## config.mk

```make
export PLATFORM = sky130hd
export DESIGN_NAME = consensus_acceptor_flat
export DESIGN_NICKNAME = d
export VERILOG_FILES = /design/src/hw/rtl/ca_pkg.sv /design/src/hw/rtl/ca_ifs.sv /design/src/hw/rtl/consensus_acceptor.sv /design/src/hw/rtl/ca_front.sv /design/src/hw/rtl/ca_queue.sv /design/src/hw/rtl/ca_back.sv /design/src/flat_wrapper.sv
export SDC_FILE = /design/constraint.sdc
export NUM_CORES = 1
export LEC_CHECK = 0
export ABC_AREA = 0
export BUFFER_PORTS_ARGS = -buffer_cell sky130_fd_sc_hd__buf_2
export CORE_MARGIN = 10
export CORE_UTILIZATION = 50
export DETAILED_ROUTE_END_ITERATION = 16
export GPL_ROUTABILITY_DRIVEN = 0
export PLACE_DENSITY_LB_ADDON = 0.15
export SYNTH_ARGS = -nofsm -noshare
export SYNTH_HDL_FRONTEND = slang
export SYNTH_HIERARCHICAL = 1
export SYNTH_SLANG_ARGS = --single-unit
```

## constraint.sdc

```tcl
create_clock -name clk -period 8.6 [get_ports clk]
set_clock_uncertainty 0.2 [all_clocks]
set_input_delay 0.86 -clock clk [delete_from_list [all_inputs] [get_ports clk]]
set_output_delay 0.86 -clock clk [all_outputs]
set_load 0.005 [all_outputs]
```

## src/hw/rtl/ca_pkg.sv

```systemverilog
package ca_pkg;

	localparam int PROPOSAL_BITS = 32;
	localparam int NODE_BITS     = 8;
	localparam int VALUE_BITS    = 64;
	localparam int INSTANCE_BITS = 32;
	localparam int KIND_BITS     = 2;

	localparam int QUEUE_DEPTH = 2;
	localparam int QUEUE_AW    = $clog2(QUEUE_DEPTH);
	localparam int QUEUE_CW    = $clog2(QUEUE_DEPTH + 1);

	typedef enum logic [KIND_BITS-1:0] {
		KIND_PREPARE      = 2'd0,
		KIND_ACCEPT       = 2'd1,
		KIND_PUBLISH      = 2'd2,
		KIND_NEW_INSTANCE = 2'd3
	} kind_t;

	// classified request as it sits in the queue
	typedef struct packed {
		kind_t                     kind;
		logic                      has_reply;
		logic [INSTANCE_BITS-1:0]  inst;
		logic [PROPOSAL_BITS-1:0]  num;
		logic [NODE_BITS-1:0]      node;
		logic [VALUE_BITS-1:0]     value;
	} cmd_t;

	typedef struct packed {
		logic [KIND_BITS-1:0]      reply_kind;
		logic [NODE_BITS-1:0]      reply_to;
		logic                      rejected;
		logic [PROPOSAL_BITS-1:0]  promised_num;
		logic [NODE_BITS-1:0]      promised_node;
		logic                      has_accepted;
		logic [PROPOSAL_BITS-1:0]  accepted_num;
		logic [VALUE_BITS-1:0]     prior_value;
		logic                      publish_ok;
	} reply_t;

	// queue status towards the front end (full) and the back end (empty)
	typedef struct packed {
		logic full;
		logic empty;
	} q_status_t;

endpackage

```

## src/hw/rtl/ca_ifs.sv

```systemverilog
interface ca_req_if;
	logic                               valid;
	logic                               ready;
	logic [ca_pkg::KIND_BITS-1:0]       kind;
	logic [ca_pkg::INSTANCE_BITS-1:0]   instance_num;
	logic [ca_pkg::PROPOSAL_BITS-1:0]   proposal_num;
	logic [ca_pkg::NODE_BITS-1:0]       proposer_node;
	logic [ca_pkg::VALUE_BITS-1:0]      proposed_value;

	modport source (
		output valid, kind, instance_num, proposal_num, proposer_node, proposed_value,
		input  ready
	);
	modport sink (
		input  valid, kind, instance_num, proposal_num, proposer_node, proposed_value,
		output ready
	);
endinterface

interface ca_rsp_if;
	logic                               valid;
	logic                               ready;
	logic [ca_pkg::KIND_BITS-1:0]       reply_kind;
	logic [ca_pkg::NODE_BITS-1:0]       reply_to;
	logic                               rejected;
	logic [ca_pkg::PROPOSAL_BITS-1:0]   promised_num_out;
	logic [ca_pkg::NODE_BITS-1:0]       promised_node_out;
	logic                               has_accepted;
	logic [ca_pkg::PROPOSAL_BITS-1:0]   accepted_num_out;
	logic [ca_pkg::VALUE_BITS-1:0]      accepted_value_out;
	logic                               publish_ok;

	modport source (
		output valid, reply_kind, reply_to, rejected, promised_num_out, promised_node_out,
		       has_accepted, accepted_num_out, accepted_value_out, publish_ok,
		input  ready
	);
	modport sink (
		input  valid, reply_kind, reply_to, rejected, promised_num_out, promised_node_out,
		       has_accepted, accepted_num_out, accepted_value_out, publish_ok,
		output ready
	);
endinterface

```

## src/hw/rtl/consensus_acceptor.sv

```systemverilog
// Single-decree Paxos acceptor. Each request beat (prepare, accept, publish check or
// new instance) is decoded by the front end and parked in a two-entry queue; the back
// end compares it against the promise, updates the acceptor state and loads the reply
// into an output register. One beat per cycle is sustained while replies are taken;
// a reply passes through a queue entry and then the output register. A new-instance
// beat gives no reply and is retired without waiting on the reply port. The request
// side only stalls when the queue is full, i.e. when replies back up.
module consensus_acceptor (
	input  logic   clk,
	input  logic   arst_n,
	ca_req_if.sink   req,
	ca_rsp_if.source rsp
);
	import ca_pkg::*;

	q_status_t  q_status;
	logic       push;
	logic       pop;
	cmd_t       push_cmd;
	cmd_t       head;

	ca_front u_front (
		.req      (req),
		.q_status (q_status),
		.push     (push),
		.push_cmd (push_cmd)
	);

	ca_queue u_queue (
		.clk      (clk),
		.arst_n   (arst_n),
		.push     (push),
		.push_cmd (push_cmd),
		.pop      (pop),
		.head     (head),
		.status   (q_status)
	);

	ca_back u_back (
		.clk      (clk),
		.arst_n   (arst_n),
		.head     (head),
		.q_status (q_status),
		.pop      (pop),
		.rsp      (rsp)
	);
endmodule

```

## src/hw/rtl/ca_front.sv

```systemverilog
module ca_front (
	ca_req_if.sink             req,
	input  ca_pkg::q_status_t  q_status,
	output logic               push,
	output ca_pkg::cmd_t       push_cmd
);
	import ca_pkg::*;

	kind_t kind;

	assign kind      = kind_t'(req.kind);
	assign req.ready = !q_status.full;
	assign push      = req.valid && !q_status.full;

	always_comb begin
		push_cmd.kind  = kind;
		push_cmd.inst  = req.instance_num;
		push_cmd.num   = req.proposal_num;
		push_cmd.node  = req.proposer_node;
		push_cmd.value = req.proposed_value;
		unique case (kind)
			KIND_PREPARE, KIND_ACCEPT, KIND_PUBLISH: push_cmd.has_reply = 1'b1;
			KIND_NEW_INSTANCE:                       push_cmd.has_reply = 1'b0;
			default:                                 push_cmd.has_reply = 1'b0;
		endcase
	end
endmodule

```

## src/hw/rtl/ca_queue.sv

```systemverilog
module ca_queue (
	input  logic               clk,
	input  logic               arst_n,
	input  logic               push,
	input  ca_pkg::cmd_t       push_cmd,
	input  logic               pop,
	output ca_pkg::cmd_t       head,
	output ca_pkg::q_status_t  status
);
	import ca_pkg::*;

	cmd_t                 entries_q [QUEUE_DEPTH];
	logic [QUEUE_AW-1:0]  wr_ptr_q;
	logic [QUEUE_AW-1:0]  rd_ptr_q;
	logic [QUEUE_CW-1:0]  count_q;

	assign status.full  = (count_q == QUEUE_CW'(QUEUE_DEPTH));
	assign status.empty = (count_q == '0);
	assign head         = entries_q[rd_ptr_q];

	always_ff @(posedge clk) begin
		if (push) begin
			entries_q[wr_ptr_q] <= push_cmd;
		end
	end

	always_ff @(posedge clk or negedge arst_n) begin
		if (!arst_n) begin
			wr_ptr_q <= '0;
			rd_ptr_q <= '0;
			count_q  <= '0;
		end else begin
			if (push) begin
				wr_ptr_q <= (wr_ptr_q == QUEUE_AW'(QUEUE_DEPTH - 1)) ? '0 : wr_ptr_q + 1'b1;
			end
			if (pop) begin
				rd_ptr_q <= (rd_ptr_q == QUEUE_AW'(QUEUE_DEPTH - 1)) ? '0 : rd_ptr_q + 1'b1;
			end
			priority if (push && !pop) begin
				count_q <= count_q + 1'b1;
			end else if (pop && !push) begin
				count_q <= count_q - 1'b1;
			end else begin
				count_q <= count_q;
			end
		end
	end
endmodule

```

## src/hw/rtl/ca_back.sv

```systemverilog
module ca_back (
	input  logic               clk,
	input  logic               arst_n,
	input  ca_pkg::cmd_t       head,
	input  ca_pkg::q_status_t  q_status,
	output logic               pop,
	ca_rsp_if.source           rsp
);
	import ca_pkg::*;

	logic [PROPOSAL_BITS-1:0]  promised_num_q;
	logic [NODE_BITS-1:0]      promised_node_q;
	logic [PROPOSAL_BITS-1:0]  accepted_num_q;
	logic [NODE_BITS-1:0]      accepted_node_q;
	logic [VALUE_BITS-1:0]     acc_value_q;
	logic [INSTANCE_BITS-1:0]  current_instance_q;

	reply_t  reply_q;
	reply_t  reply_d;
	logic    rsp_valid_q;
	logic    out_free;
	logic    above;
	logic    equal;
	logic    nothing_accepted;
	logic    take_promise;
	logic    take_accept;

	// output register frees up this cycle if empty or being drained
	assign out_free = !rsp_valid_q || rsp.ready;
	assign pop      = !q_status.empty && (!head.has_reply || out_free);

	// lexicographic (number, node) against the promise
	assign above = (head.num > promised_num_q) ||
	               ((head.num == promised_num_q) && (head.node > promised_node_q));
	assign equal = (head.num == promised_num_q) && (head.node == promised_node_q);
	assign nothing_accepted = (accepted_num_q == '0);

	always_comb begin
		reply_d            = '0;
		reply_d.reply_kind = head.kind;
		reply_d.reply_to   = head.node;
		take_promise       = 1'b0;
		take_accept        = 1'b0;
		unique case (head.kind)
			KIND_PREPARE: begin
				if (above) begin
					take_promise = 1'b1;
					if (!nothing_accepted) begin
						reply_d.has_accepted = 1'b1;
						reply_d.accepted_num = accepted_num_q;
						reply_d.prior_value  = acc_value_q;
					end
				end else begin
					reply_d.rejected      = 1'b1;
					reply_d.promised_num  = promised_num_q;
					reply_d.promised_node = promised_node_q;
				end
			end
			KIND_ACCEPT: begin
				if (above || equal) begin
					take_promise = 1'b1;
					take_accept  = 1'b1;
				end else begin
					reply_d.rejected     = 1'b1;
					reply_d.promised_num = promised_num_q;
				end
			end
			KIND_PUBLISH: begin
				reply_d.publish_ok = (head.inst == current_instance_q) && !nothing_accepted &&
				                     (accepted_num_q == head.num) &&
				                     (accepted_node_q == head.node);
			end
			KIND_NEW_INSTANCE: begin
				reply_d = '0;
			end
			default: begin
				reply_d = '0;
			end
		endcase
	end

	always_ff @(posedge clk or negedge arst_n) begin
		if (!arst_n) begin
			promised_num_q     <= '0;
			promised_node_q    <= '0;
			accepted_num_q     <= '0;
			accepted_node_q    <= '0;
			acc_value_q        <= '0;
			current_instance_q <= '0;
		end else if (pop) begin
			if (head.kind == KIND_NEW_INSTANCE) begin
				promised_num_q     <= '0;
				promised_node_q    <= '0;
				accepted_num_q     <= '0;
				accepted_node_q    <= '0;
				acc_value_q        <= '0;
				current_instance_q <= head.inst;
			end else begin
				if (take_promise) begin
					promised_num_q  <= head.num;
					promised_node_q <= head.node;
				end
				if (take_accept) begin
					accepted_num_q  <= head.num;
					accepted_node_q <= head.node;
					acc_value_q     <= head.value;
				end
			end
		end
	end

	always_ff @(posedge clk or negedge arst_n) begin
		if (!arst_n) begin
			rsp_valid_q <= 1'b0;
		end else begin
			priority if (pop && head.has_reply) begin
				rsp_valid_q <= 1'b1;
			end else if (rsp.ready) begin
				rsp_valid_q <= 1'b0;
			end else begin
				rsp_valid_q <= rsp_valid_q;
			end
		end
	end

	always_ff @(posedge clk) begin
		if (pop && head.has_reply) begin
			reply_q <= reply_d;
		end
	end

	assign rsp.valid              = rsp_valid_q;
	assign rsp.reply_kind         = reply_q.reply_kind;
	assign rsp.reply_to           = reply_q.reply_to;
	assign rsp.rejected           = reply_q.rejected;
	assign rsp.promised_num_out   = reply_q.promised_num;
	assign rsp.promised_node_out  = reply_q.promised_node;
	assign rsp.has_accepted       = reply_q.has_accepted;
	assign rsp.accepted_num_out   = reply_q.accepted_num;
	assign rsp.accepted_value_out = reply_q.prior_value;
	assign rsp.publish_ok         = reply_q.publish_ok;
endmodule
```

## src/flat_wrapper.sv

```systemverilog
// flat-port wrapper written by rule: the top's interface ports become plain ports
module consensus_acceptor_flat import ca_pkg::*;
  (clk, arst_n, req_valid, req_kind, req_instance_num, req_proposal_num, req_proposer_node, req_proposed_value, req_ready, rsp_valid, rsp_reply_kind, rsp_reply_to, rsp_rejected, rsp_promised_num_out, rsp_promised_node_out, rsp_has_accepted, rsp_accepted_num_out, rsp_accepted_value_out, rsp_publish_ok, rsp_ready);
  ca_req_if req_i ();
  ca_rsp_if rsp_i ();
  input  logic clk;
  input  logic arst_n;
  input wire logic [$bits(req_i.valid)-1:0] req_valid;
  input wire logic [$bits(req_i.kind)-1:0] req_kind;
  input wire logic [$bits(req_i.instance_num)-1:0] req_instance_num;
  input wire logic [$bits(req_i.proposal_num)-1:0] req_proposal_num;
  input wire logic [$bits(req_i.proposer_node)-1:0] req_proposer_node;
  input wire logic [$bits(req_i.proposed_value)-1:0] req_proposed_value;
  output wire logic [$bits(req_i.ready)-1:0] req_ready;
  output wire logic [$bits(rsp_i.valid)-1:0] rsp_valid;
  output wire logic [$bits(rsp_i.reply_kind)-1:0] rsp_reply_kind;
  output wire logic [$bits(rsp_i.reply_to)-1:0] rsp_reply_to;
  output wire logic [$bits(rsp_i.rejected)-1:0] rsp_rejected;
  output wire logic [$bits(rsp_i.promised_num_out)-1:0] rsp_promised_num_out;
  output wire logic [$bits(rsp_i.promised_node_out)-1:0] rsp_promised_node_out;
  output wire logic [$bits(rsp_i.has_accepted)-1:0] rsp_has_accepted;
  output wire logic [$bits(rsp_i.accepted_num_out)-1:0] rsp_accepted_num_out;
  output wire logic [$bits(rsp_i.accepted_value_out)-1:0] rsp_accepted_value_out;
  output wire logic [$bits(rsp_i.publish_ok)-1:0] rsp_publish_ok;
  input wire logic [$bits(rsp_i.ready)-1:0] rsp_ready;
  assign req_i.valid = req_valid;
  assign req_i.kind = req_kind;
  assign req_i.instance_num = req_instance_num;
  assign req_i.proposal_num = req_proposal_num;
  assign req_i.proposer_node = req_proposer_node;
  assign req_i.proposed_value = req_proposed_value;
  assign req_ready = req_i.ready;
  assign rsp_valid = rsp_i.valid;
  assign rsp_reply_kind = rsp_i.reply_kind;
  assign rsp_reply_to = rsp_i.reply_to;
  assign rsp_rejected = rsp_i.rejected;
  assign rsp_promised_num_out = rsp_i.promised_num_out;
  assign rsp_promised_node_out = rsp_i.promised_node_out;
  assign rsp_has_accepted = rsp_i.has_accepted;
  assign rsp_accepted_num_out = rsp_i.accepted_num_out;
  assign rsp_accepted_value_out = rsp_i.accepted_value_out;
  assign rsp_publish_ok = rsp_i.publish_ok;
  assign rsp_i.ready = rsp_ready;
  consensus_acceptor u_core (.clk(clk), .arst_n(arst_n), .req(req_i), .rsp(rsp_i));
endmodule
```

==> impl_metrics.csv <==
group,metric,value,unit
run_status,status,"complete, no violations",
yosys,yosysWarnings,6,
timing,drv_slew,0,
worst_setup_path,path_class,"register to register",
yosys,syn_nets,1798,
grt,grtUsageTotal,18.6,%
grt,grt_pass1_vias,13900,
yosys,synth_top_area_share,50.0,%
timing,slew_headroom,31.9,%
yosys,syn_area,25600,um2
worst_setup_path,rrSetupSlack,2.82,ns
worst_setup_path,r2r-end,"u_core/u_back/promised_node_q[0]",
yosys,synth.avg_cell_area,15.9,um2
placed_design,placed_area,26700,um2
timing,hold_viol,0,
cells_and_area,final_util,57.4,%
clock_network,cts_resized,0,
timing,min_period,5.78,ns
detailed_routing,dr.pass1.iters,5,
yosys,synth-seq-cells,608,
job,max_cap_viol_count,0,
timing,worst_pin_slew,1.02,ns
worst_setup_path,critical_path_arrival,6.05,ns
grt,grt_start_max_net_pins,106,
worst_setup_path,reg2reg_depth,11,
worst_setup_path,r2r-start,"u_core/u_queue/rd_ptr_q",
min_path,hp-class,"input pin to async pin",
floorplanning,ios,293,
clock_network,postCtsSetupBuffers,0,
cells_and_area,nets,1973,
power_and_ir_drop,vdd_drop_max,0.197,mV
yosys,synthTopCellsByCount,"edfxtp_1, dfrtp_1, buf_4",
cells_and_area,fill_cells,3947,
cells_and_area,instances_no_fill,2522,
floorplanning,initial_core_util,50.9,%
floorplanning,fp.dieH,246,um
timing,setup_tns,0,ns
power_and_ir_drop,power_density,403,nW/um2
timing,rsz0062_at_grt,"no",
placed_design,dp_hpwl,38100,um
worst_setup_path,required,8.87,ns
floorplanning,die-area,60700,um2
clock_network,cts_tree,"yes",
floorplanning,rows,82,
floorplanning,die_w,246,um
detailed_routing,vias,13300,
grt,antenna_found_initial,14,
clock_network,clkSinkCount,608,
timing,holdWs,0.129,ns
yosys,synth-edff-count,427,
worst_setup_path,crit_path_max_fanout,105,
grt,overflow,0,
worst_setup_path,worst_setup_path_end_kind,"register",
clock_network,cts_hold_buffers,0,
detailed_routing,drtIter0Drc,892,
detailed_routing,routedWlPerCell,22.6,um
placed_design,io_buffers,292,
yosys,synth_cells,1615,
yosys,ys.flop_type,"edfxtp_1",
detailed_routing,drc_errors,0,
placed_design,dp.cells,2393,
worst_setup_path,start_kind,"register",
yosys,yosysTopAreaCell,"edfxtp_1",
clock_network,h-tree-depth,3,
cells_and_area,area_delta_synth_final,12.8,%
yosys,yosysMostFrequentCell,"edfxtp_1",
yosys,yosysUniqueCellTypes,58,
cells_and_area,layout-drive-gt1-share,32.3,%
power_and_ir_drop,p_leak,12.0,nW
timing,fin_crit_sh,67.2,%
yosys,synth-seq-area-share,67.7,%
detailed_routing,vias_per_cell,5.26,
detailed_routing,drt_wl_total,57000,um
clock_network,cts_root_buffer,"clkbuf_16",
power_and_ir_drop,finalPower,11.6,mW
clock_network,clk_pin_slew,0.06,ns
grt,grt_pass1_wl,85800,um
clock_network,worstSkewPairLatency,0.60,ns
detailed_routing,antenna_left,0,
placed_design,place_worst_setup_slack,2.93,ns
floorplanning,core-area,50400,um2
timing,worst_slack,2.82,ns
timing,setup_viol,0,
clock_network,numCtsBuffers,67,
yosys,async_flop_share,29.8,%
clock_network,cts_max_path_buffers,3,
timing,fmax,173,MHz
yosys,synthTopCellsByArea,"edfxtp_1, dfrtp_1, mux2_4, buf_4, a22o_1",
cells_and_area,fin_area,28900,um2
[where the power goes]
part,total [mW],internal (mW),switching (mW)
clock network,2.83,1.69,1.14
logic,3.96,1.70,2.26
registers,4.84,4.38,0.467
[logic make-up after synthesis]
logic type / Yosys count / synth area share (%)
DFF: 608 / 67.7
buffers and inverters: 268 / 6.51
and+or+nand+nor: 265 / 5.97
muxes: 204 / 10.3
AOI/OAI and AO/OA: 164 / 5.31
xor gates and xnor gates: 65 / 2.22
adders and majority gates: 41 / 2.00
[how the worst max path moves through the flow]
| stage | from | endpoint | slack (ns) |
|---|---|---|---|
| 2_1_floorplan | req_valid | u_core/u_queue/entries_q[0][0] | 0.50 |
| 3_3_place_gp | u_core/u_queue/rd_ptr_q | u_core/u_back/promised_node_q[0] | 2.92 |
| 3_5_place_dp | u_core/u_queue/rd_ptr_q | u_core/u_back/promised_node_q[0] | 2.93 |
| 4_1_cts | u_core/u_queue/rd_ptr_q | u_core/u_back/promised_node_q[0] | 2.90 |
| 5_1_grt | u_core/u_queue/rd_ptr_q | u_core/u_back/promised_node_q[0] | 2.67 |
| 6_report | u_core/u_queue/rd_ptr_q | u_core/u_back/promised_node_q[0] | 2.82 |
[area by class of cell]
| class | count | area, um2 | area share [%] |
|---|---|---|---|
| flip-flops and latches | 608 | 17400 | 60.0 |
| multi-input cells | 739 | 6640 | 23.0 |
| clock buffers | 86 | 1830 | 6.33 |
| repair buffers | 309 | 1610 | 5.57 |
| well taps | 672 | 841 | 2.91 |
| clock inverters | 38 | 374 | 1.29 |
| inverters | 65 | 244 | 0.844 |
| diodes | 5 | 12.5 | 0.0433 |
[sequential cells by signal (all words and copies together), names as in the netlist]
| name | flops |
|---|---|
| u_core/u_back/acc_value_q | 64 |
| u_core/u_back/accepted_node_q | 8 |
| u_core/u_back/accepted_num_q | 32 |
| u_core/u_back/current_instance_q | 32 |
| u_core/u_back/promised_node_q | 8 |
| u_core/u_back/promised_num_q | 32 |
| u_core/u_back/rsp.accepted_num_out | 32 |
| u_core/u_back/rsp.accepted_value_out | 64 |
| u_core/u_back/rsp.has_accepted | 1 |
| u_core/u_back/rsp.promised_node_out | 8 |
| u_core/u_back/rsp.promised_num_out | 32 |
| u_core/u_back/rsp.publish_ok | 1 |
| u_core/u_back/rsp.rejected | 1 |
| u_core/u_back/rsp.reply_kind | 2 |
| u_core/u_back/rsp.reply_to | 8 |
| u_core/u_back/rsp.valid | 1 |
| u_core/u_queue/count_q | 2 |
| u_core/u_queue/entries_q | 278 |
| u_core/u_queue/rd_ptr_q | 1 |
| u_core/u_queue/wr_ptr_q | 1 |
[cells in the final DEF (no fill, tap or decap), drive strengths merged, types with 6 or more instances in the layout]
| master | instances |
|---|---|
| nand3 | 9 |
| a21oi | 12 |
| nor2 | 12 |
| o21ai | 9 |
| inv | 68 |
| nor4 | 22 |
| xnor2 | 51 |
| bufinv | 6 |
| a22o | 104 |
| ha | 41 |
| nand4 | 21 |
| nand2 | 47 |
| a21o | 6 |
| clkbuf | 87 |
| xor2 | 14 |
| edfxtp | 427 |
| and2 | 134 |
| clkinv | 25 |
| buf | 308 |
| dfrtp | 181 |
| nor2b | 7 |
| mux2 | 170 |
| mux2i | 34 |
[worst max-delay path: stages, from the launching register on]
cell	delay [ns]
dfrtp_4	0.88
buf_12	0.55
mux2_4	0.39
ha_1	0.32
o21ai_1	0.13
a21oi_1	0.05
o31a_1	0.23
o311ai_1	0.38
a32oi_2	0.44
a21boi_4	0.79
buf_4	0.52
mux2_1	0.36
[per-layer routing]
metal  share of wire [%]  routed length (um)  track usage, %  up-vias
li1                    -                   -               -     6144
met1                  41               23300            22.8     6665
met2                  50               28600            31.4      344
met3                 6.4                3670            5.06       90
met4                 2.4                1350            6.51       18
met5                0.20                 115               0        -
Power figures use the tool's default switching activity.
